## config.mk

```make
export PLATFORM = sky130hd
export DESIGN_NAME = cvbm_regs
export DESIGN_NICKNAME = d
export VERILOG_FILES = /design/src/hdl/concat_volume_block_mapper_core_defines.svh /design/src/hdl/cvbm_pkg.sv /design/src/hdl/cvbm_regs.sv
export SDC_FILE = /design/constraint.sdc
export NUM_CORES = 1
export LEC_CHECK = 0
export BUFFER_PORTS_ARGS = -buffer_cell sky130_fd_sc_hd__buf_2
export CORE_MARGIN = 1
export CORE_UTILIZATION = 54
export DETAILED_ROUTE_END_ITERATION = 12
export PLACE_DENSITY_LB_ADDON = 0.15
export SYNTH_ARGS = -nofsm -noshare
export SYNTH_HDL_FRONTEND = slang
export SYNTH_SLANG_ARGS = --single-unit
```

## constraint.sdc

```tcl
create_clock -name clk -period 4 [get_ports clk]
set_clock_uncertainty 0.2 [all_clocks]
set_input_delay 0.4 -clock clk [delete_from_list [all_inputs] [get_ports clk]]
set_output_delay 0.4 -clock clk [all_outputs]
set_load 0.01 [all_outputs]
```

## src/hdl/concat_volume_block_mapper_core_defines.svh

```systemverilog
// Assertion macros for the concatenated-volume block mapper.
// Used by the top level only; expects signals clk and rst in scope.
`ifndef CONCAT_VOLUME_BLOCK_MAPPER_CORE_DEFINES_SVH
`define CONCAT_VOLUME_BLOCK_MAPPER_CORE_DEFINES_SVH

// A condition that must hold at every clock edge outside reset.
`define CVBM_ASSERT(label, cond, msg) \
  label: assert property (@(posedge clk) disable iff (rst) (cond)) else $error(msg);

// An implication checked in the same cycle.
`define CVBM_ASSERT_IMPL(label, ante, cons, msg) \
  label: assert property (@(posedge clk) disable iff (rst) (ante) |-> (cons)) else $error(msg);

// An implication whose consequent is checked in the cycle after the antecedent.
`define CVBM_ASSERT_NEXT(label, ante, cons, msg) \
  label: assert property (@(posedge clk) disable iff (rst) (ante) |=> (cons)) else $error(msg);

`endif

```

## src/hdl/cvbm_pkg.sv

```systemverilog
// Shared types and constants of the concatenated-volume block mapper.
// No dependencies; every other file of the block but the defines header uses it.
package cvbm_pkg;

  localparam int NMEM     = 4;
  localparam int ADDR_W   = 48;
  localparam int POS_W    = ADDR_W + 1;
  localparam int CNT_W    = 32;
  localparam int KIND_W   = 2;
  localparam int IDX_W    = 2;
  localparam int SHIFT_W  = 5;
  localparam int MC_W     = 3;
  localparam int DATA_W   = 64;
  localparam int PADDR_W  = 6;
  localparam int REG_W    = 3;

  // Cycles for the member start chain and the volume size to settle after a write.
  localparam int SETTLE_CYCLES = NMEM + 2;
  localparam int SETTLE_W      = $clog2(SETTLE_CYCLES + 1);

  localparam logic [ADDR_W-1:0] ADDR_MAX = {ADDR_W{1'b1}};

  localparam logic [KIND_W-1:0] OP_READ  = 2'd0;
  localparam logic [KIND_W-1:0] OP_WRITE = 2'd1;
  localparam logic [KIND_W-1:0] OP_UNMAP = 2'd2;
  localparam logic [KIND_W-1:0] OP_FLUSH = 2'd3;

  localparam logic [REG_W-1:0] REG_STRIP_SHIFT  = 3'd0;
  localparam logic [REG_W-1:0] REG_MEMBER_COUNT = 3'd1;
  localparam logic [REG_W-1:0] REG_RAW0         = 3'd2;
  localparam logic [REG_W-1:0] REG_RAW1         = 3'd3;
  localparam logic [REG_W-1:0] REG_RAW2         = 3'd4;
  localparam logic [REG_W-1:0] REG_RAW3         = 3'd5;

  typedef struct packed {
    logic [KIND_W-1:0] opcode;
    logic [ADDR_W-1:0] volume_offset;
    logic [CNT_W-1:0]  block_count;
  } req_t;

  typedef struct packed {
    logic [KIND_W-1:0] kind;
    logic [IDX_W-1:0]  member_index;
    logic [ADDR_W-1:0] member_lba;
    logic [CNT_W-1:0]  piece_blocks;
    logic              range_error;
    logic              last_piece;
  } rsp_t;

  typedef struct packed {
    logic [SHIFT_W-1:0]           strip_shift;
    logic [MC_W-1:0]              n;
    logic [NMEM-1:0][ADDR_W-1:0] raw;
    logic                         written;
  } cfg_t;

  // Request as it walks down the row of member cells.
  typedef struct packed {
    logic              valid;
    logic [KIND_W-1:0] kind;
    logic [ADDR_W-1:0] off;
    logic [POS_W-1:0]  pos;
    logic [CNT_W-1:0]  rem;
    logic              err;
    logic              done;
    logic [IDX_W-1:0]  idx;
    logic [ADDR_W-1:0] lba;
  } tok_t;

  typedef struct packed {
    logic valid;
    rsp_t data;
  } piece_t;

  typedef struct packed {
    logic adv;
    logic fin_valid;
    logic fin_done;
  } col_status_t;

endpackage

```

## src/hdl/cvbm_regs.sv

```systemverilog
// APB register file: strip shift, member count and raw member sizes.
// Depends on cvbm_pkg.
module cvbm_regs (
  input  logic                          clk,
  input  logic                          rst,
  input  logic                          psel,
  input  logic                          penable,
  input  logic                          pwrite,
  input  logic [cvbm_pkg::PADDR_W-1:0]  paddr,
  input  logic [cvbm_pkg::DATA_W-1:0]   pwdata,
  output logic [cvbm_pkg::DATA_W-1:0]   prdata,
  output cvbm_pkg::cfg_t                cfg
);

  logic [cvbm_pkg::SHIFT_W-1:0]                   strip_shift;
  logic [cvbm_pkg::MC_W-1:0]                      member_count;
  logic [cvbm_pkg::NMEM-1:0][cvbm_pkg::ADDR_W-1:0] raw;
  logic [cvbm_pkg::REG_W-1:0]                     idx;
  logic                                           wr;

  assign idx = paddr[cvbm_pkg::PADDR_W-1:3];
  assign wr  = psel && penable && pwrite;

  always_ff @(posedge clk) begin
    if (rst) begin
      strip_shift  <= '0;
      member_count <= cvbm_pkg::MC_W'(1);
      raw          <= '0;
    end else if (wr) begin
      unique case (idx)
        cvbm_pkg::REG_STRIP_SHIFT:  strip_shift  <= pwdata[cvbm_pkg::SHIFT_W-1:0];
        cvbm_pkg::REG_MEMBER_COUNT: member_count <= pwdata[cvbm_pkg::MC_W-1:0];
        cvbm_pkg::REG_RAW0:         raw[0] <= pwdata[cvbm_pkg::ADDR_W-1:0];
        cvbm_pkg::REG_RAW1:         raw[1] <= pwdata[cvbm_pkg::ADDR_W-1:0];
        cvbm_pkg::REG_RAW2:         raw[2] <= pwdata[cvbm_pkg::ADDR_W-1:0];
        cvbm_pkg::REG_RAW3:         raw[3] <= pwdata[cvbm_pkg::ADDR_W-1:0];
        default: ;
      endcase
    end
  end

  always_comb begin
    unique case (idx)
      cvbm_pkg::REG_STRIP_SHIFT:  prdata = cvbm_pkg::DATA_W'(strip_shift);
      cvbm_pkg::REG_MEMBER_COUNT: prdata = cvbm_pkg::DATA_W'(member_count);
      cvbm_pkg::REG_RAW0:         prdata = cvbm_pkg::DATA_W'(raw[0]);
      cvbm_pkg::REG_RAW1:         prdata = cvbm_pkg::DATA_W'(raw[1]);
      cvbm_pkg::REG_RAW2:         prdata = cvbm_pkg::DATA_W'(raw[2]);
      cvbm_pkg::REG_RAW3:         prdata = cvbm_pkg::DATA_W'(raw[3]);
      default:                    prdata = '0;
    endcase
  end

  // A member count of zero acts as one; larger values clamp to the member slots.
  always_comb begin
    cfg.strip_shift = strip_shift;
    cfg.raw         = raw;
    cfg.written     = wr;
    if (member_count == '0) begin
      cfg.n = cvbm_pkg::MC_W'(1);
    end else if (member_count > cvbm_pkg::MC_W'(cvbm_pkg::NMEM)) begin
      cfg.n = cvbm_pkg::MC_W'(cvbm_pkg::NMEM);
    end else begin
      cfg.n = member_count;
    end
  end

endmodule

```

[Word-level counts from Yosys, hierarchy flattened]
Cells that the tools add are included.
Operators by class
  magnitude comparators: 1
  eq/ne operators: 5
  multiplexer cells: 3
  reductions and logical operators: 10
Operators with widths (count)
  case mux 48 bit (6 select lines): 1
  AND reduction 2 bit: 6
  equality test 3 x 2 -> 1 bit (second input constant): 2
  equality test 3 bit (second input constant): 2
  zero test 3 bit: 2
  two-way mux 3 bit: 2
  equality test 3 x 1 -> 1 bit (second input constant): 1
  greater-than comparator 3 bit (second input constant): 1
  logical AND 1 bit: 2
Word-level totals
  register bits after elaboration: 200
  input port bits: 75
  output and inout bits: 265
  word-level logic and storage cells: 25

[Longest topological paths before layout]
Gate-level depths: netlist (run 1).
  depth in word-level cells: 3
  gate-level depth with buffers: 6
  gate-level depth less buffers: 3

[Worst setup path before layout (run 1)]
No wires, ideal clock.
  path type: input to output
  from: input paddr[3] (netlist bit)
  to: output prdata[10] (netlist bit)
  arrival time: 1.203 ns
  data required time: 3.400 ns
  path slack: 2.197 ns
  stages: 4
  buffers on the path: 2
  path through: buf_2 -> buf_2 -> mux2i_1 -> o22ai_1
Between the ends
  word-level cells in the longest chain between the ends: 2
  elaborated cells on any way between the ends: 7
  those cells by class: eq/ne (5); mux (1); reduce/logical (1)
Ends and longest elaborated chain
  from (decl): RTL line cvbm_regs.sv:9  | input logic [cvbm_pkg::PADDR_W-1:0] paddr,
  equality test 3 bit, or another cell as far along: RTL line cvbm_regs.sv:43  | unique case (idx)
  case mux 48 bit (6 select lines) (*): RTL line cvbm_regs.sv:43
  to (decl): RTL line cvbm_regs.sv:11  | output logic [cvbm_pkg::DATA_W-1:0] prdata,
Every way passes the cells marked *; elsewhere a longest branch is shown, timed or not.

[Worst setup path in the final report (run 1)]
  from: input paddr[5] (netlist bit)
  to: output prdata[44] (netlist bit)
The elaborated chain is that of the path after synthesis.

==> results.sh, run 1 <==
export IMPL_clkSinkCount=200
export IMPL_clk_pin_slew_worst_paths_ps=70
export IMPL_switchingPower_w=0.000965
export IMPL_ys_seq_area_frac=0.422
export IMPL_initial_utilization=0.550
export IMPL_wl_per_cell_um=17.1
export IMPL_cpMostUsedCell="sky130_fd_sc_hd__buf_2"
export IMPL_dpl_instance_area_mm2=0.0110
export IMPL_synthesis_yosys_warnings=0
export IMPL_ys_flop_type="sky130_fd_sc_hd__dfxtp_1"
export IMPL_p_leak_nw=6.18
export IMPL_final_layout_size_suffix_gt1_frac=0.297
export IMPL_route_antenna_remaining_nets=0
export IMPL_status="completed"
export IMPL_power_internal_w=0.00303
export IMPL_routed_via_count=7496
export IMPL_syn_mean_instance_area_um2=10.4
export IMPL_post_drt_via_cell_ratio=5.32
export IMPL_worst_setup_path_end_kind="output port"
export IMPL_clock_tree_htree_level_count=4
export IMPL_dp_cells=1374
export IMPL_areaGrowthSynthToFinish_pct=21.7
export IMPL_cp_data_arrival_time_ps=2090
export IMPL_yosysTopAreaCellShare=0.422
export IMPL_worst_path_max_delay_cell="sky130_fd_sc_hd__nand2b_2"
export IMPL_worst_ep_required_time_ps=3400
export IMPL_min_period_ps=2690
export IMPL_grt_setup_unrepaired="no"
export IMPL_dp_hpwl_um=15500
export IMPL_worstPathCellList="buf_2 -> nand2b_2 -> buf_4 -> o22ai_1 -> buf_2"
export IMPL_finalCoreUtilization=0.670
export IMPL_ctsRootBufferMaster="sky130_fd_sc_hd__clkbuf_16"
export IMPL_number_of_hold_violations_in_the_final_report=0
export IMPL_grt_pass1_wl_um=37000
export IMPL_core_region_area_mm2=0.0172
export IMPL_design_die_area_mm2=0.0181
export IMPL_buffer_ports_inserted=304
export IMPL_drt_iter0_drc=289
export IMPL_synthDominantAreaCellType="sky130_fd_sc_hd__dfxtp_1"
export IMPL_die_wd_um=135
export IMPL_clk_path_buf_depth=2
export IMPL_switching_share=0.242
export IMPL_antenna_violations_before_repair=2
export IMPL_report_final_setup_viol=0
export IMPL_drt_pre_antenna_iters=4
export IMPL_synth_cell_types=24
export IMPL_final_cells=1408
export IMPL_gp_congestion=0.793
export IMPL_critical_path_peak_fanout=39
export IMPL_grt_max_degree=130
export IMPL_postLayoutCellArea_mm2=0.0116
export IMPL_worst_slew_pin_slew_ps=1120
export IMPL_cts_hold_buffers_added=0
export IMPL_cp_start_kind="input port"
export IMPL_global_route_usage_total=0.262
export IMPL_pin_count=340
export IMPL_synth_edf_count=0
export IMPL_max_slew_margin_rel=0.254
export IMPL_power_frac_clock=0.424
export IMPL_finalSetupTns_ps=0
export IMPL_timing_worst_setup_path_type="in -> out"
export IMPL_post_cts_resized=0
export IMPL_worst_hold_path_type="in -> reg"
export IMPL_overflow=0
export IMPL_power_density_mw_per_mm2=346
export IMPL_final_nets=1243
export IMPL_tritoncts_num_buffers=17
export IMPL_post_route_period_util=0.673
export IMPL_seq_power_share=0.505
export IMPL_final_max_slew_violation_count=0
export IMPL_synth_ff_latch_count=200
export IMPL_row_count=48
export IMPL_cts_tree="built"
export IMPL_synthesis_instances=912
export IMPL_worst_path_largest_cell_delay_ps=740
export IMPL_clock_latency_ps=430
export IMPL_fin_total_pwr_w=0.00399
export IMPL_drcViolationCount=0
export IMPL_postCtsSetupBuffers=0
export IMPL_drt_total_wl_um=24100
export IMPL_ys_async_sr_fraction=0
export IMPL_netlist_top_cells_area="sky130_fd_sc_hd__dfxtp_1 42%, sky130_fd_sc_hd__mux2i_1 31%, sky130_fd_sc_hd__nand2b_1 16%"
export IMPL_combinationalPowerShare=0.071
export IMPL_max_cap_viol_count=0
export IMPL_dieHeight_um=135
export IMPL_fmax_mhz=371
export IMPL_first_global_vias=6785
export IMPL_worst_ir_drop_vdd_v=0.000294
export IMPL_syn_cell_area_mm2=0.00949
-- final timing paths --
kind / startpoint / end / slack, ps / depth (start not counted)
worst max-delay path: paddr[5] / prdata[44] / 1310 / 5
worst min-delay path: pwdata[0] / member_count[0] / 40 / 2
worst max register to register: member_count[0] / member_count[0] / 2940 / 3
worst min register to register: cfg[30] / cfg[30] / 290 / 2
-- Yosys cell counts, types with 2 or more instances --
cell and n:
sky130_fd_sc_hd__a21oi_1 4, sky130_fd_sc_hd__and2_1 2, sky130_fd_sc_hd__and3_1 3, sky130_fd_sc_hd__buf_2 21
sky130_fd_sc_hd__buf_4 29, sky130_fd_sc_hd__buf_6 2, sky130_fd_sc_hd__clkbuf_1 36, sky130_fd_sc_hd__dfxtp_1 200
sky130_fd_sc_hd__mux2_2 3, sky130_fd_sc_hd__mux2i_1 293, sky130_fd_sc_hd__nand2_1 10, sky130_fd_sc_hd__nand2b_1 249
sky130_fd_sc_hd__nor2_1 2, sky130_fd_sc_hd__nor2b_1 2, sky130_fd_sc_hd__o221ai_1 5, sky130_fd_sc_hd__o22ai_1 43
-- state kept, by name, indices dropped and copies added (netlist names) --
register / flops
strip_shift: 5
cfg: 192
member_count: 3
-- final cells by class --
| type | instances | area, um2 |
|---|---|---|
| timing repair buffer | 310 | 1600 |
| multi-input combinational | 638 | 5080 |
| tap | 225 | 282 |
| sequential | 200 | 4000 |
| fill | 1438 | 5690 |
| clock buffer | 19 | 443 |
| antenna | 2 | 5.00 |
| clock inverter | 13 | 135 |
| inverter | 1 | 3.75 |
-- kinds of logic after synthesis --
family / count (synthesis) / share of synthesized area
AND/OR/NAND/NOR: 273 / 0.178
flip-flops: 200 / 0.422
AO/OA/AOI/OAI: 53 / 0.0361
buffers and inverters: 89 / 0.0510
multiplexers: 296 / 0.313
other: 1 / 0.000395
-- power by group through the flow --
stage	clock network, W	logic [W]	registers, W
global route	0.00179	0.000306	0.00202
global placement	0	0.000282	0.00206
detailed placement	0	0.000284	0.00206
finish	0.00169	0.000285	0.00202
floorplan	0	0.000200	0.00207
CTS	0.00171	0.000285	0.00202
-- per-layer routing --
layer	track usage	vias to the layer above	routed length [um]
met2	0.431	230	11300
met1	0.335	3620	11000
met4	0.0899	0	406
met5	0	-	0
met3	0.0631	28	1370
li1	-	3618	-
-- per-stage QoR --
stage	hold WS [ps]	setup WS [ps]
floorplan	270	2200
global placement	271	1330
detailed placement	275	1340
CTS	26.7	1330
global route	46.2	1230
finish	38.5	1310
-- critical path, delay by kind of cell --
family                 cells  cell delay, ps
AOI/OAI and AO/OA          1             180
and+or+nand+nor            1             740
buffers and inverters      3             760
-- cell usage in the layout (no fill, tap or decap), drive strengths merged, types with 3 or more instances in the layout --
cell    Yosys  routed
buf        52     310
mux2i     293     293
nand2b    249     249
dfxtp     200     200
o22ai      43      43
clkbuf     36      19
conb        1      16
nand2      11      11
inv         1       8
o221ai      5       5
a21oi       4       4
clkinv      0       4
mux2        3       3
and3        3       3
Power figures use the tool's default switching activity.
==> run 2, diff against run 1 <==
--- a/config.mk
+++ b/config.mk
@@ -7,7 +7,7 @@
 export LEC_CHECK = 0
 export BUFFER_PORTS_ARGS = -buffer_cell sky130_fd_sc_hd__buf_2
 export CORE_MARGIN = 1
-export CORE_UTILIZATION = 54
+export CORE_UTILIZATION = 45
 export DETAILED_ROUTE_END_ITERATION = 12
 export PLACE_DENSITY_LB_ADDON = 0.15
 export SYNTH_ARGS = -nofsm -noshare
==> constraint.sdc (replaced) <==
create_clock -name clk -period 2.28 [get_ports clk]
set_clock_uncertainty 0.2 [all_clocks]
set_input_delay 0.228 -clock clk [delete_from_list [all_inputs] [get_ports clk]]
set_output_delay 0.228 -clock clk [all_outputs]
set_load 0.01 [all_outputs]
==> run 2 against run 1 <==
Cell count is 7.5% higher. Flip-flop and latch count unchanged. Non-clock buffer count rose by 62. Utilization down 6.8 points. Hold slack lost 32 ps. Cell area up 6.5%. Worst setup slack got worse by 870 ps. Critical path depth unchanged. Register-to-register slack lost 1700 ps. Combinational power rose by 110%. Critical path type unchanged.
==> results.sh, run 2 (synthesized netlist as in run 1, its figures left out) <==
export IMPL_status="completed"
export IMPL_tritoncts_num_buffers=17
export IMPL_timing_hold_worst_start="pwdata[3]"
export IMPL_largest_reg_flops=192
export IMPL_worst_slack_ps=435
export IMPL_critical_path_peak_fanout=16
export IMPL_grt_met3_usage=0.0553
export IMPL_timing_worst_setup_path_type="in -> out"
export IMPL_grt_max_degree=58
export IMPL_fin_total_pwr_w=0.00705
export IMPL_drcViolationCount=0
export IMPL_mostFrequentLayoutCells="302 x sky130_fd_sc_hd__buf_2, 293 x sky130_fd_sc_hd__mux2i_1, 247 x sky130_fd_sc_hd__nand2b_1"
export IMPL_first_global_vias=7393
export IMPL_fmax_mhz=542
export IMPL_wl_per_cell_um=16.9
export IMPL_final_nets=1305
export IMPL_drt_pre_antenna_iters=7
export IMPL_min_period_ps=1850
export IMPL_initial_utilization=0.464
export IMPL_max_cap_viol_count=0
export IMPL_clk_pin_slew_worst_paths_ps=80
export IMPL_overflow=0
export IMPL_worst_ir_drop_vdd_v=0.000443
export IMPL_gp_congestion=0.752
export IMPL_cp_data_arrival_time_ps=1420
export IMPL_worst_ep_required_time_ps=1850
export IMPL_finalSetupTns_ps=0
export IMPL_clk_path_buf_depth=2
export IMPL_post_cts_resized=0
export IMPL_cp_start_kind="input port"
export IMPL_grt_busiest_layer="met2"
export IMPL_startpoint="paddr[5]"
export IMPL_pin_count=340
export IMPL_grt_setup_unrepaired="no"
export IMPL_drt_total_wl_um=25600
export IMPL_globalRouteMet1Util=0.305
export IMPL_route_antenna_remaining_nets=0
export IMPL_post_drt_via_cell_ratio=5.04
export IMPL_pre_cts_slack_ps=403
export IMPL_cts_hold_buffers_added=46
export IMPL_insertedDiodeCount=0
export IMPL_clock_latency_ps=430
export IMPL_worst_r2r_setup_slack_ps=1220
export IMPL_worst_hold_path_type="in -> reg"
export IMPL_grt_pass1_wl_um=40300
export IMPL_number_of_hold_violations_in_the_final_report=0
export IMPL_worst_setup_path_end_kind="output port"
export IMPL_max_slew_margin_rel=0.666
export IMPL_postCtsSetupBuffers=0
export IMPL_crit_reg2reg_launch="member_count[0]"
export IMPL_die_wd_um=147
export IMPL_report_final_setup_viol=0
export IMPL_dp_hpwl_um=17300
export IMPL_met2_usage=0.388
export IMPL_layout_cells_most_common="sky130_fd_sc_hd__buf_2"
export IMPL_areaGrowthSynthToFinish_pct=29.7
export IMPL_worst_slew_pin_slew_ps=502
export IMPL_row_count=52
export IMPL_dieHeight_um=147
export IMPL_ctsRootBufferMaster="sky130_fd_sc_hd__clkbuf_16"
export IMPL_buffer_ports_inserted=304
export IMPL_p_leak_nw=6.49
export IMPL_design_die_area_mm2=0.0217
export IMPL_holdWs_ps=6.53
export IMPL_final_layout_size_suffix_gt1_frac=0.294
export IMPL_routed_via_count=7626
export IMPL_num_fill_cells=1766
export IMPL_antenna_violations_before_repair=1
export IMPL_global_route_usage_total=0.234
export IMPL_post_route_period_util=0.809
export IMPL_drt_iter0_drc=292
export IMPL_clock_tree_htree_level_count=4
export IMPL_clkSinkCount=200
export IMPL_core_region_area_mm2=0.0204
export IMPL_power_density_mw_per_mm2=573
export IMPL_cts_tree="built"
export IMPL_final_max_slew_violation_count=0
[run 2: cell types whose count changed in the layout (fill, tap and decap cells not counted), sizes merged]
cell / previous run / this run
bufinv: 1 / 0
buf: 310 / 326
clkinv: 4 / 6
clkinvlp: 1 / 0
diode: 2 / 0
dlygate4sd3: 0 / 46
[run 2: final timing paths]
path              depth (start not counted)         endpoint
hold reg to reg                           2          cfg[37]
setup reg to reg                          3  member_count[0]
hold / removal                            3         cfg[100]
setup / recovery                          5       prdata[14]
[run 2: power by group]
part | leakage [nW] | switching (W) | total, W | internal (W)
sequential | 1.61 | 0.0000213 | 0.00354 | 0.00352
clock | 0.283 | 0.00144 | 0.00292 | 0.00148
combinational | 4.60 | 0.000302 | 0.000593 | 0.000291
total | 6.49 | 0.00176 | 0.00705 | 0.00529
[run 2: layer usage]
layer | wire, um | share of wire | up-vias
met5 | 10 | 0.00039 | -
met4 | 390 | 0.015 | 2
li1 | - | - | 3743
met2 | 11900 | 0.47 | 226
met3 | 1450 | 0.057 | 26
met1 | 11800 | 0.46 | 3629
[run 2: critical path, stage by stage]
cell and delay (ps):
sky130_fd_sc_hd__buf_2 160, sky130_fd_sc_hd__nand2b_2 350, sky130_fd_sc_hd__buf_4 300, sky130_fd_sc_hd__o22ai_1 200, sky130_fd_sc_hd__buf_2 170
[run 2: layout make-up]
| cell class | count | area, um2 | share of cell area |
|---|---|---|---|
| clock buffers | 19 | 443 | 0.0360 |
| well taps | 270 | 338 | 0.0275 |
| inverters | 1 | 3.75 | 0.000305 |
| multi-input cells | 638 | 5080 | 0.413 |
| repair buffers | 372 | 2310 | 0.187 |
| clock inverters | 13 | 130 | 0.0106 |
| flip-flops and latches | 200 | 4000 | 0.325 |
[run 2: through the flow]
stage / util / std cells / area (um2)
final: 0.602 / 1513 / 12300
after global routing: 0.602 / 1513 / 12300
after CTS: 0.602 / 1513 / 12300
after detailed placement: 0.552 / 1435 / 11300
after global placement: 0.552 / 1435 / 11300
after floorplan: - / 927 / 9540
