===== src/hdl/concat_volume_block_mapper_core_defines.svh =====
// Assertion macros for the concatenated-volume block mapper.
// Used by the top level only; expects signals clk and rst in scope.
`ifndef CONCAT_VOLUME_BLOCK_MAPPER_CORE_DEFINES_SVH
`define CONCAT_VOLUME_BLOCK_MAPPER_CORE_DEFINES_SVH

// A condition that must hold at every clock edge outside reset.
`define CVBM_ASSERT(label, cond, msg) \
  label: assert property (@(posedge clk) disable iff (rst) (cond)) else $error(msg);

// An implication checked in the same cycle.
`define CVBM_ASSERT_IMPL(label, ante, cons, msg) \
  label: assert property (@(posedge clk) disable iff (rst) (ante) |-> (cons)) else $error(msg);

// An implication whose consequent is checked in the cycle after the antecedent.
`define CVBM_ASSERT_NEXT(label, ante, cons, msg) \
  label: assert property (@(posedge clk) disable iff (rst) (ante) |=> (cons)) else $error(msg);

`endif


===== src/hdl/cvbm_pkg.sv =====
// Shared types and constants of the concatenated-volume block mapper.
// No dependencies; every other file of the block but the defines header uses it.
package cvbm_pkg;

  localparam int NMEM     = 4;
  localparam int ADDR_W   = 48;
  localparam int POS_W    = ADDR_W + 1;
  localparam int CNT_W    = 32;
  localparam int KIND_W   = 2;
  localparam int IDX_W    = 2;
  localparam int SHIFT_W  = 5;
  localparam int MC_W     = 3;
  localparam int DATA_W   = 64;
  localparam int PADDR_W  = 6;
  localparam int REG_W    = 3;

  // Cycles for the member start chain and the volume size to settle after a write.
  localparam int SETTLE_CYCLES = NMEM + 2;
  localparam int SETTLE_W      = $clog2(SETTLE_CYCLES + 1);

  localparam logic [ADDR_W-1:0] ADDR_MAX = {ADDR_W{1'b1}};

  localparam logic [KIND_W-1:0] OP_READ  = 2'd0;
  localparam logic [KIND_W-1:0] OP_WRITE = 2'd1;
  localparam logic [KIND_W-1:0] OP_UNMAP = 2'd2;
  localparam logic [KIND_W-1:0] OP_FLUSH = 2'd3;

  localparam logic [REG_W-1:0] REG_STRIP_SHIFT  = 3'd0;
  localparam logic [REG_W-1:0] REG_MEMBER_COUNT = 3'd1;
  localparam logic [REG_W-1:0] REG_RAW0         = 3'd2;
  localparam logic [REG_W-1:0] REG_RAW1         = 3'd3;
  localparam logic [REG_W-1:0] REG_RAW2         = 3'd4;
  localparam logic [REG_W-1:0] REG_RAW3         = 3'd5;

  typedef struct packed {
    logic [KIND_W-1:0] opcode;
    logic [ADDR_W-1:0] volume_offset;
    logic [CNT_W-1:0]  block_count;
  } req_t;

  typedef struct packed {
    logic [KIND_W-1:0] kind;
    logic [IDX_W-1:0]  member_index;
    logic [ADDR_W-1:0] member_lba;
    logic [CNT_W-1:0]  piece_blocks;
    logic              range_error;
    logic              last_piece;
  } rsp_t;

  typedef struct packed {
    logic [SHIFT_W-1:0]           strip_shift;
    logic [MC_W-1:0]              n;
    logic [NMEM-1:0][ADDR_W-1:0] raw;
    logic                         written;
  } cfg_t;

  // Request as it walks down the row of member cells.
  typedef struct packed {
    logic              valid;
    logic [KIND_W-1:0] kind;
    logic [ADDR_W-1:0] off;
    logic [POS_W-1:0]  pos;
    logic [CNT_W-1:0]  rem;
    logic              err;
    logic              done;
    logic [IDX_W-1:0]  idx;
    logic [ADDR_W-1:0] lba;
  } tok_t;

  typedef struct packed {
    logic valid;
    rsp_t data;
  } piece_t;

  typedef struct packed {
    logic adv;
    logic fin_valid;
    logic fin_done;
  } col_status_t;

endpackage


===== src/hdl/cvbm_cell.sv =====
// One member cell: holds the member's rounded length and start, forwards the
// running start to its neighbor, and maps the request token passing through.
// Depends on cvbm_pkg.
module cvbm_cell (
  input  logic                           clk,
  input  logic                           rst,
  input  logic                           en,
  input  logic                           active,
  input  logic [cvbm_pkg::IDX_W-1:0]     cell_idx,
  input  logic [cvbm_pkg::ADDR_W-1:0]    raw,
  input  logic [cvbm_pkg::SHIFT_W-1:0]   strip_shift,
  input  logic [cvbm_pkg::ADDR_W-1:0]    start_in,
  output logic [cvbm_pkg::ADDR_W-1:0]    start_out,
  input  cvbm_pkg::tok_t                 tok_in,
  output cvbm_pkg::tok_t                 tok_out,
  output cvbm_pkg::piece_t               piece
);

  logic [cvbm_pkg::ADDR_W-1:0] len_r;
  logic [cvbm_pkg::ADDR_W-1:0] start_r;
  cvbm_pkg::tok_t              tok;
  logic [cvbm_pkg::POS_W-1:0]  mend;
  logic [cvbm_pkg::POS_W-1:0]  pb_full;
  logic [cvbm_pkg::POS_W-1:0]  lba_w;
  logic [cvbm_pkg::POS_W-1:0]  rem_w;
  logic [cvbm_pkg::CNT_W-1:0]  pb;

  // Length and start are refreshed every cycle, so the start chain settles after
  // any register write once the change has passed through each start register.
  always_ff @(posedge clk) begin
    len_r   <= active ? ((raw >> strip_shift) << strip_shift) : '0;
    start_r <= start_in;
  end

  always_ff @(posedge clk) begin
    if (rst) begin
      tok.valid <= 1'b0;
    end else if (en) begin
      tok <= tok_in;
    end
  end

  assign mend      = {1'b0, start_r} + {1'b0, len_r};
  assign start_out = mend[cvbm_pkg::ADDR_W] ? cvbm_pkg::ADDR_MAX : mend[cvbm_pkg::ADDR_W-1:0];
  assign pb_full   = mend - tok.pos;
  assign lba_w     = tok.pos - {1'b0, start_r};
  assign rem_w     = cvbm_pkg::POS_W'(tok.rem);

  always_comb begin
    tok_out = tok;
    piece   = '0;
    pb      = '0;
    if (tok.valid && active) begin
      if (tok.kind == cvbm_pkg::OP_READ || tok.kind == cvbm_pkg::OP_WRITE) begin
        // Starts never decrease, so the last cell that matches wins.
        if (start_r <= tok.off) begin
          tok_out.idx = cell_idx;
          tok_out.lba = tok.off - start_r;
        end
      end else if (!tok.done && tok.pos < mend) begin
        if (rem_w <= pb_full) begin
          pb           = tok.rem;
          tok_out.done = 1'b1;
        end else begin
          pb = pb_full[cvbm_pkg::CNT_W-1:0];
        end
        tok_out.pos               = mend;
        tok_out.rem               = tok.rem - pb;
        piece.valid               = 1'b1;
        piece.data.kind           = tok.kind;
        piece.data.member_index   = cell_idx;
        piece.data.member_lba     = lba_w[cvbm_pkg::ADDR_W-1:0];
        piece.data.piece_blocks   = pb;
        piece.data.range_error    = tok.err;
        piece.data.last_piece     = 1'b0;
      end
    end
  end

endmodule


===== config.mk =====
export PLATFORM = sky130hd
export DESIGN_NAME = cvbm_cell
export DESIGN_NICKNAME = d
export VERILOG_FILES = /design/src/hdl/concat_volume_block_mapper_core_defines.svh /design/src/hdl/cvbm_pkg.sv /design/src/hdl/cvbm_cell.sv
export SDC_FILE = /design/constraint.sdc
export NUM_CORES = 1
export LEC_CHECK = 0
export BUFFER_PORTS_ARGS = -buffer_cell sky130_fd_sc_hd__buf_4
export CAP_MARGIN = 20
export CORE_UTILIZATION = 50
export DETAILED_ROUTE_END_ITERATION = 8
export GPL_TIMING_DRIVEN = 0
export PLACE_DENSITY = 0.75
export SYNTH_ARGS = -nofsm -noshare
export SYNTH_HDL_FRONTEND = slang
export SYNTH_SLANG_ARGS = --single-unit
export TNS_END_PERCENT = 50

===== constraint.sdc =====
create_clock -name clk -period 18.9 [get_ports clk]
set_clock_uncertainty 0.15 [all_clocks]
set_input_delay 0.945 -clock clk [delete_from_list [all_inputs] [get_ports clk]]
set_output_delay 0.945 -clock clk [all_outputs]
set_load 0.005 [all_outputs]

Yosys cells after proc, flatten, opt, wreduce, memory -nomap -nowiden
Index checks and enable logic that the tools add are counted.

$add $sub $neg: 5. $lt $le $gt $ge: 3. Eq/ne operators: 1. Shift operators: 2. Multiplexer cells: 17. Bitwise operators: 1. Reductions and logical operators: 6.

Operator list (count): 87-bit 2-to-1 mux (3); 81-bit 2-to-1 mux (3); 32-bit 2-to-1 mux (4); 50-bit 2-to-1 mux (2); 48-bit subtractor (2); 51-bit 2-to-1 mux (1); 48-bit by 48-bit adder with 49-bit output (1); 32-bit by 49-bit <= comparator with 1-bit output (1); 49-bit less-than comparator (1); 49-bit subtractor (1); 48-bit <= comparator (1); 48-bit 2-to-1 mux (1); 48-bit by 5-bit << shifter with 48-bit output (1); 48-bit by 5-bit right shift with 48-bit output (1); 32-bit subtractor (1); 1-bit 2-to-1 mux (3); 2-bit by 1-bit equality test with 1-bit output (second input constant) (1); 1-bit logical AND (2); 2-bit zero test (1); 2-bit AND reduction (1); 1-bit zero test (1); 1-bit logical OR (1); 1-bit NOT (1).

Register bits after elaboration: 280. Input bits: 291. Output and inout port bits: 319. Logic and storage cells: 46.

Logic depth before layout (Yosys ltp)
Gate-level depths: netlist of run 1.

Depth in word-level cells: 11. Mapped depth: 52.

Worst setup path before layout of run 1
No wires, ideal clock.

Path type: register to output. Start: register start_r[0] (netlist bit). End: output port tok_out[82] (netlist bit). Arrival time: 10.077 ns. Required time: 17.805 ns. Setup slack: 7.728 ns. Cell stages (with the launch flop): 53. Buffers on the path: 2. Path through: dfxtp_1 -> ha_1 -> inv_1 -> fa_1 -> inv_1 -> a21oi_1 -> o21bai_1 -> a21o_1 -> a31oi_1 -> o21ai_1 -> o21ai_0 -> a21boi_0 -> o21ai_0 -> a21oi_1 -> xnor2_1 -> inv_1 -> ha_1 -> clkbuf_1 -> [17 not listed] -> a2111oi_4 -> buf_6 -> mux2i_1 -> ha_1 -> inv_1 -> fa_1 -> a21o_1 -> a21o_1 -> a2111oi_0 -> o31ai_1 -> a21oi_1 -> a31o_2 -> o2111ai_1 -> a21oi_1 -> o21ai_0 -> a21oi_1 -> xor2_1 -> o21ai_0.

RTL lines: from (decl) (line cvbm_cell.sv:20) `logic [cvbm_pkg::ADDR_W-1:0] start_r;`; from (signal assigned) (line cvbm_cell.sv:32) `start_r <= start_in;`; to (decl) (line cvbm_cell.sv:15) `output cvbm_pkg::tok_t tok_out,`.

==> metrics.sh, run 1 <==
CTS_NUM_SINKS=280
CLKTRANSATPATHREGS_NS=0.06
NON_FILLER_CELLS_IN_THE_FINISHED_LAYOUT=4602
DP_HPWL_MM=90.6
FLOORPLAN.INITIALDENSITY=0.507
DIEHEIGHT_UM=236
WORST-ENDPOINT-ARRIVAL_NS=14.95
LAYOUT.FILLER_CELLS=4908
CLOCK_TREE_FROM_TRITONCTS='built'
MULTI_INPUT_LOGIC_AREA_SQ_UM=18000
DRT-PASS1-ITER-COUNT=5
HTREE_NUM_LEVELS=2
YS_SEQ_ELEMENTS=280
SYNTH-EDFF-COUNT=183
CP_MAX_FO=10
VIAS_IN_THE_FIRST_GLOBAL_ROUTE=25873
DESIGN.DIE.AREA_SQ_UM=55500
POSTCTSSETUPBUFFERS=0
CTS_BUFFER_DEPTH=3
SYNTH-MAIN-FF-CELL='sky130_fd_sc_hd__edfxtp_1'
MAXCAPVIOLCOUNT=0
GRT_OVERFLOW_TOTAL=0
FINALCRITPERIODSHARE=0.849
CTS_MADE_BUFFERS=36
SETUP.WORST_PATH.CLASS='flip-flop to output pin'
HOLD_PATH.CLASS='primary input to flip-flop'
SYNTH_XOR_XNOR_AREA_SHARE=0.0607
PLACE.GP.CONGESTION=0.994
DRT-WIRELENGTH-PER-CELL_UM=23.7
SLOWEST_CP_CELL='sky130_fd_sc_hd__a2111oi_4'
INSERTION_DELAY_NS=0.56
ASYNC_RESET_FF_FRAC=0
WORST_EP_REQUIRED_TIME_NS=17.81
GRT_USAGE=0.380
GRT_SETUP_UNREPAIRED='false'
HOLDBUFCOUNTCTS=0
RESIZED_AFTER_CTS=0
SYNTHMUXAREASHARE=0.110
POWER_DENSITY_nW_PER_UM2=78.3
TIMING.CRITICAL_PATH.MODE_CELL='sky130_fd_sc_hd__a21oi_1'
CORE-AREA_SQ_UM=53800
HOLD_PATH.STARTPOINT='start_in[17]'
DETAIL-ROUTE-ANTENNA-NETS=0
SYNTH_SIMPLE_GATE_AREA_FRAC=0.164
POST_DETAILED_PLACEMENT_CELL_AREA_SQ_UM=32800
INITIAL_ANTENNA_VIOLATION_COUNT=3
MAXIMUM_NUMBER_OF_PINS_ON_ONE_NET_BEFORE_GLOBAL_ROUTE_REPAIR=35
IO_BUFFERS=603
POST-ROUTE-DRC-COUNT=0
SYNTH_WARNINGS=0
DIE_WIDTH_UM=236
WORSTPATHBUFFERINVERTERCOUNT=6
DRT-INITIAL-DRC-COUNT=2518
POWER.IR.VDD_WORST_mV=0.0804
SLOWEST_DELAY_NS=0.95
FINAL_LAYOUT_SIZE_SUFFIX_GT1_FRAC=0.228
YS_TYPES=86
LAYOUT_NETS=4426
TIMING_WORST_SLEW_PIN_VALUE_NS=1.24
OUTCOME='finished clean'
FINAL_HOLD_VIOL_COUNT=0
CLOCKROOTBUFFER='sky130_fd_sc_hd__clkbuf_16'
ROUTED_VIA_DENSITY=6.03
ENDPOINT_KIND='output pin'
SYNTH_AREA_PER_CELL_SQ_UM=8.45
NUM_ROWS=85
SYNTH.NET_COUNT=3779
SETUP_VIOLATIONS=0
FIN_UTIL=0.631
PERIOD_MINUS_SLACK_NS=16.04
DP_CELLS=4533
ACHIEVABLE-FREQUENCY_MHz=62.3
POSTROUTEWIRELENGTH_MM=109
SYNTH_TOP_FAMILY_BY_AREA='compound AO/OA/AOI/OAI gates'
POWER_uW=2660
DOMINANT_DELAY_CONTRIBUTOR_BY_CELL_FAMILY_ON_THE_CRITICAL_PATH='compound AO/OA/AOI/OAI gates'
POWER.LEAKAGE_uW=0.0159
COMPOUND_GATE_PORTION_OF_THE_SYNTHESIZED_AREA=0.206
ROUTED-VIA-COUNT=27743
SYN2LAYOUT_AREA_GROWTH_PCT=24.5
FINAL_AREA_SQ_UM=34000
TIMING.CRITICAL_PATH.FROM='start_r[0]$_DFF_P_'
YS_SEQ_AREA_FRAC=0.273
REG2REG_FROM='tok_out[183]$_SDFFE_PP0P_'
SYNTHADDERAREAFRAC=0.121
CP-START-KIND='flip-flop'
POST_SYNTH_INST_COUNT=3228
BOUNDARYPINS=610
MAPPEDNETLISTAREA_SQ_UM=27300
GRT_PASS1_WL_MM=159
SETUP_TNS_AFTER_FINAL_LAYOUT_NS=0
RELSLEWSLACK=0.167
FINAL-SEQ-AREA_SQ_UM=7440
FINALMAXSLEWVIOLATIONS=0
[synth_stat cells, drive strengths merged (7+ instances only)]
cell | count | area (sq um)
a2111oi | 10 | 119
a211oi | 30 | 235
a21boi | 9 | 67.6
a21o | 115 | 863
a21oi | 254 | 1270
a221oi | 8 | 87.6
a31oi | 21 | 138
a41oi | 9 | 78.8
and2 | 49 | 307
and3 | 30 | 188
buf | 85 | 548
clkbuf | 97 | 364
dfxtp | 97 | 1940
edfxtp | 183 | 5500
ha | 255 | 3190
inv | 232 | 871
mux2 | 75 | 920
mux2i | 82 | 821
mux4 | 56 | 1260
nand2 | 334 | 1250
nand2b | 46 | 288
nand3 | 55 | 275
nand3b | 7 | 52.6
nand4 | 39 | 244
nor2 | 302 | 1130
nor2b | 30 | 188
nor3 | 33 | 165
nor4 | 11 | 68.8
o211ai | 23 | 173
o21a | 31 | 233
o21ai | 249 | 1250
o21bai | 29 | 221
o22ai | 14 | 87.6
o31a | 7 | 61.3
o31ai | 18 | 149
or2 | 13 | 81.3
or3 | 13 | 81.3
xnor2 | 113 | 990
xor2 | 76 | 666
[flip-flops by register name, summed over array words and instances (netlist names)]
signal   flops
tok        100
start_r     48
len_r       48
rem_w       32
tok_out     52
[stage by stage]
step                      hold slack, ns  setup slack (ns)
after floorplan                    0.334              7.73
after global placement             0.382              3.97
after detailed placement           0.383              3.99
after CTS                          0.301              3.23
after global routing               0.309              2.08
final                              0.325              2.86
[where the power goes]
| part | switching [uW] | total [uW] | internal (uW) | leakage [uW] |
|---|---|---|---|---|
| clock network | 295 | 683 | 387 | 0.000570 |
| logic | 730 | 1240 | 513 | 0.0128 |
| registers | 35.3 | 732 | 696 | 0.00253 |
[worst reg2reg max path, stage by stage, from the launching register on]
cell and delay, ns:
sky130_fd_sc_hd__dfxtp_1 0.33, sky130_fd_sc_hd__mux2i_1 0.12, sky130_fd_sc_hd__nor2_1 0.05
[area by class of cell]
cell class	instances	share of cell area
diodes	3	0.000221
multi-input cells	2533	0.532
well taps	696	0.0256
clock buffers	52	0.0307
flip-flops and latches	280	0.219
repair buffers	609	0.137
inverters	233	0.0258
clock inverters	14	0.00324
plain buffers	182	0.0269
[layout by cell type (no fill, tap or decap), types with 39 or more instances in the layout]
cell type / instances
sky130_fd_sc_hd__xnor2_1: 113
sky130_fd_sc_hd__o21ai_0: 243
sky130_fd_sc_hd__clkbuf_1: 105
sky130_fd_sc_hd__inv_1: 229
sky130_fd_sc_hd__mux2i_1: 82
sky130_fd_sc_hd__nand2_1: 334
sky130_fd_sc_hd__and2_1: 49
sky130_fd_sc_hd__edfxtp_1: 183
sky130_fd_sc_hd__a21oi_1: 254
sky130_fd_sc_hd__nand4_1: 39
sky130_fd_sc_hd__mux2_2: 51
sky130_fd_sc_hd__xor2_1: 76
sky130_fd_sc_hd__nor2_1: 302
sky130_fd_sc_hd__a21o_1: 115
sky130_fd_sc_hd__nand3_1: 55
sky130_fd_sc_hd__mux4_2: 56
sky130_fd_sc_hd__dfxtp_1: 97
sky130_fd_sc_hd__nand2b_1: 46
sky130_fd_sc_hd__buf_4: 656
sky130_fd_sc_hd__ha_1: 255
[kinds of logic after synthesis]
logic type | Yosys count
AOI/OAI and AO/OA | 891
xor gates and xnor gates | 189
adders and majority gates | 260
buffers and inverters | 415
DFF | 280
muxes | 213
other | 1
and+or+nand+nor | 979
[final timing paths]
kind	end	slack, ns	depth (start not counted)
max	tok_out[82]	2.86	49
min	start_r[17]$_DFF_P_	0.32	1
max reg2reg	tok_out[183]$_SDFFE_PP0P_	18.15	2
min reg2reg	tok_out[183]$_SDFFE_PP0P_	0.39	2
[per-layer routing]
layer  routed length, um  vias to the layer above  global-route usage
met1               44400                    13067               0.490
met5                   8                        -                   0
met2               48900                     1484               0.607
met3                9440                      273              0.0624
met4                6430                        2               0.207
li1                    -                    12917                   -
Power figures use the tool's default switching activity.
==> inputs of run 2 (changes only) <==
- PLACE_DENSITY: 0.75 -> 0.78
- clock period: 18.9 -> 13.6 ns (I/O delays scaled with it)
==> run 2 against run 1 <==
Sequential share of layout area is 0.11 points lower. Design area is 0.50% higher. Die area stayed put. Global-route usage increased by 0.49 points. Highest routed layer unchanged.
==> metrics.sh, run 2 (same netlist as run 1, synthesis figures left out) <==
ACHIEVABLE-FREQUENCY_MHz=77.8
CORE-AREA_SQ_UM=53800  # unchanged
SETUP.WORST_PATH.CLASS='flip-flop to output pin'  # unchanged
GRT_SETUP_UNREPAIRED='false'  # unchanged
SLOWEST_CP_CELL='sky130_fd_sc_hd__a2111oi_4'  # unchanged
GRT_OVERFLOW_TOTAL=0  # unchanged
MAXCAPVIOLCOUNT=0  # unchanged
FINAL_LAYOUT_SIZE_SUFFIX_GT1_FRAC=0.234  # was 0.228
FINAL-SEQ-AREA_SQ_UM=7440  # unchanged
LAYOUT.FILLER_CELLS=4737  # was 4908
DP_HPWL_MM=91.4  # was 90.6 mm
POSTROUTEWIRELENGTH_MM=111  # was 109 mm
LAYOUT_COMMON_CELLS='660 x sky130_fd_sc_hd__buf_4, 334 x sky130_fd_sc_hd__nand2_1, 302 x sky130_fd_sc_hd__nor2_1, 255 x sky130_fd_sc_hd__ha_1, 250 x sky130_fd_sc_hd__a21oi_1'  # was 656 x sky130_fd_sc_hd__buf_4, 334 x sky130_fd_sc_hd__nand2_1, 302 x sky130_fd_sc_hd__nor2_1, 255 x sky130_fd_sc_hd__ha_1, 254 x sky130_fd_sc_hd__a21oi_1
POWER.LEAKAGE_uW=0.0160  # was 0.0159 uW
DIE_WIDTH_UM=236  # unchanged
DETAIL-ROUTE-ANTENNA-NETS=0  # unchanged
TOP_REGISTER='tok'  # unchanged
GRT_PASS1_WL_MM=161  # was 159 mm
FIN_UTIL=0.634  # was 0.631
POST-ROUTE-DRC-COUNT=0  # unchanged
ROUTED-WL-MET2_MM=49.2  # was 48.9 mm
SLOWEST_DELAY_NS=0.42  # was 0.95 ns
POWER_DENSITY_nW_PER_UM2=110  # was 78.3 nW/um^2
FINAL_COMMON_CELL='sky130_fd_sc_hd__buf_4'  # unchanged
INITIAL_ANTENNA_VIOLATION_COUNT=7  # was 3
TIMING.CRITICAL_PATH.MODE_CELL='sky130_fd_sc_hd__a21o_1'  # was sky130_fd_sc_hd__a21oi_1
DIEHEIGHT_UM=236  # unchanged
FINALCRITPERIODSHARE=0.945
LARGEST_REGISTER_FF_COUNT=100  # unchanged
PLACE.GP.CONGESTION=1.02  # was 0.994
DRT-INITIAL-DRC-COUNT=2614  # was 2518
ENDPOINT_KIND='output pin'  # unchanged
CTS_MADE_BUFFERS=36  # unchanged
OUTCOME='finished clean'  # unchanged
MULTI_INPUT_LOGIC_AREA_SQ_UM=18200  # was 18000 sq um
FINAL_HOLD_VIOL_COUNT=0  # unchanged
WORST_EP_REQUIRED_TIME_NS=12.77  # was 17.81 ns
CP_MAX_FO=10  # unchanged
TIMING_WORST_SLEW_PIN_VALUE_NS=1.40  # was 1.24 ns
FINALMAXSLEWVIOLATIONS=0  # unchanged
HTREE_NUM_LEVELS=2  # unchanged
CP-START-KIND='flip-flop'  # unchanged
WORST-ENDPOINT-ARRIVAL_NS=12.03  # was 14.95 ns
CLOCKROOTBUFFER='sky130_fd_sc_hd__clkbuf_16'  # unchanged
NUM_ROWS=85  # unchanged
SETUP_VIOLATIONS=0  # unchanged
IO_BUFFERS=603  # unchanged
ROUTEDLENGTHMET1_MM=43.9  # was 44.4 mm
HOLD_PATH.CLASS='primary input to flip-flop'  # unchanged
INSERTION_DELAY_NS=0.57  # was 0.56 ns
DRT-WIRELENGTH-PER-CELL_UM=24.1  # was 23.7 um
MAXIMUM_NUMBER_OF_PINS_ON_ONE_NET_BEFORE_GLOBAL_ROUTE_REPAIR=35  # unchanged
LAYOUT_NETS=4430  # was 4426
CLOCK_TREE_FROM_TRITONCTS='built'  # unchanged
VIAS_IN_THE_FIRST_GLOBAL_ROUTE=25774  # was 25873
ROUTED-VIA-COUNT=27805  # was 27743
DESIGN.DIE.AREA_SQ_UM=55500  # unchanged
HOLD-WORST-SLACK_NS=0.0388  # was 0.325 ns
DRT-PASS1-ITER-COUNT=6  # was 5
HOLDBUFCOUNTCTS=0  # unchanged
SYN2LAYOUT_AREA_GROWTH_PCT=25.2  # was 24.5%
PERIOD_MINUS_SLACK_NS=12.86
CTS_NUM_SINKS=280  # unchanged
RELSLEWSLACK=0.0565  # was 0.167
HIGHEST_ROUTED_LAYER='met5'  # unchanged
POWER_uW=3750  # was 2660 uW
FLOORPLAN.INITIALDENSITY=0.507  # unchanged
POWER.IR.VDD_WORST_mV=0.0960  # was 0.0804 mV
CTS_BUFFER_DEPTH=3  # unchanged
BOUNDARYPINS=610  # unchanged
ROUTED_VIA_DENSITY=6.04  # was 6.03
CLKTRANSATPATHREGS_NS=0.06  # about the same
TOTAL_MET3_WIRELENGTH_AFTER_DETAILED_ROUTING_MM=11.4  # was 9.44 mm
GRT_USAGE=0.385  # was 0.380
-- run 2: worst max-delay path: cells and delay by family (launching register included) --
family	cells	cell delay, ns
simple gates	9	1.61
flops	1	0.33
buf+inv	3	0.48
compound gates	28	6.30
mux	1	0.25
fa+ha+maj	5	1.70
xor+xnor	3	0.71
-- run 2: power by group --
part / switching, uW / internal, uW
registers: 49.7 / 967
logic: 1020 / 721
clock network: 435 / 551
total: 1510 / 2240
-- run 2: stage by stage --
| step | cell area (sq um) | TNS [ns] | setup slack [ns] | cells |
|---|---|---|---|---|
| after floorplan | 27300 | 0 | 2.69 | 3228 |
| after global placement | 32700 | -98.76 | -0.567 | 4527 |
| after detailed placement | 32800 | -0.916 | -0.417 | 4533 |
| after CTS | 34000 | 0 | 0.00507 | 4600 |
| after global routing | 34100 | 0 | 0.0110 | 4605 |
| final | 34100 | 0 | 0.744 | 4607 |
-- run 2: repair_timing --
| item | CTS | global route |
|---|---|---|
| resized for setup | 7 | 15 |
| endpoints found under the setup margin | 14 | 13 |
| buffers inserted | 1 | 3 |
| pin swaps | 1 | 3 |
| gates cloned | 0 | 0 |
-- run 2: path summary, 6_finish.rpt --
path	startpoint	endpoint	slack, ns	cells past startpoint
worst min register to register	tok_out[183]$_SDFFE_PP0P_	tok_out[183]$_SDFFE_PP0P_	0.44	2
worst min-delay path	start_in[5]	start_r[5]$_DFF_P_	0.04	1
worst max-delay path	start_r[12]$_DFF_P_	tok_out[82]	0.74	49
worst max register to register	tok_out[183]$_SDFFE_PP0P_	tok_out[183]$_SDFFE_PP0P_	12.80	2
-- run 2: layout make-up --
class,instances,share of cell area
Sequential cell,280,0.218
Antenna cell,4,0.000293
Clock buffer,47,0.0294
Multi-Input combinational cell,2533,0.532
Tap cell,696,0.0255
Timing Repair Buffer,613,0.137
Clock inverter,19,0.00517
Inverter,233,0.0256
Buffer,182,0.0267
-- run 2: per-layer routing --
| layer | vias to the layer above | GRT usage |
|---|---|---|
| met4 | 6 | 0.210 |
| met2 | 1571 | 0.604 |
| met1 | 12999 | 0.489 |
| li1 | 12924 | - |
| met5 | - | 0 |
| met3 | 305 | 0.0883 |
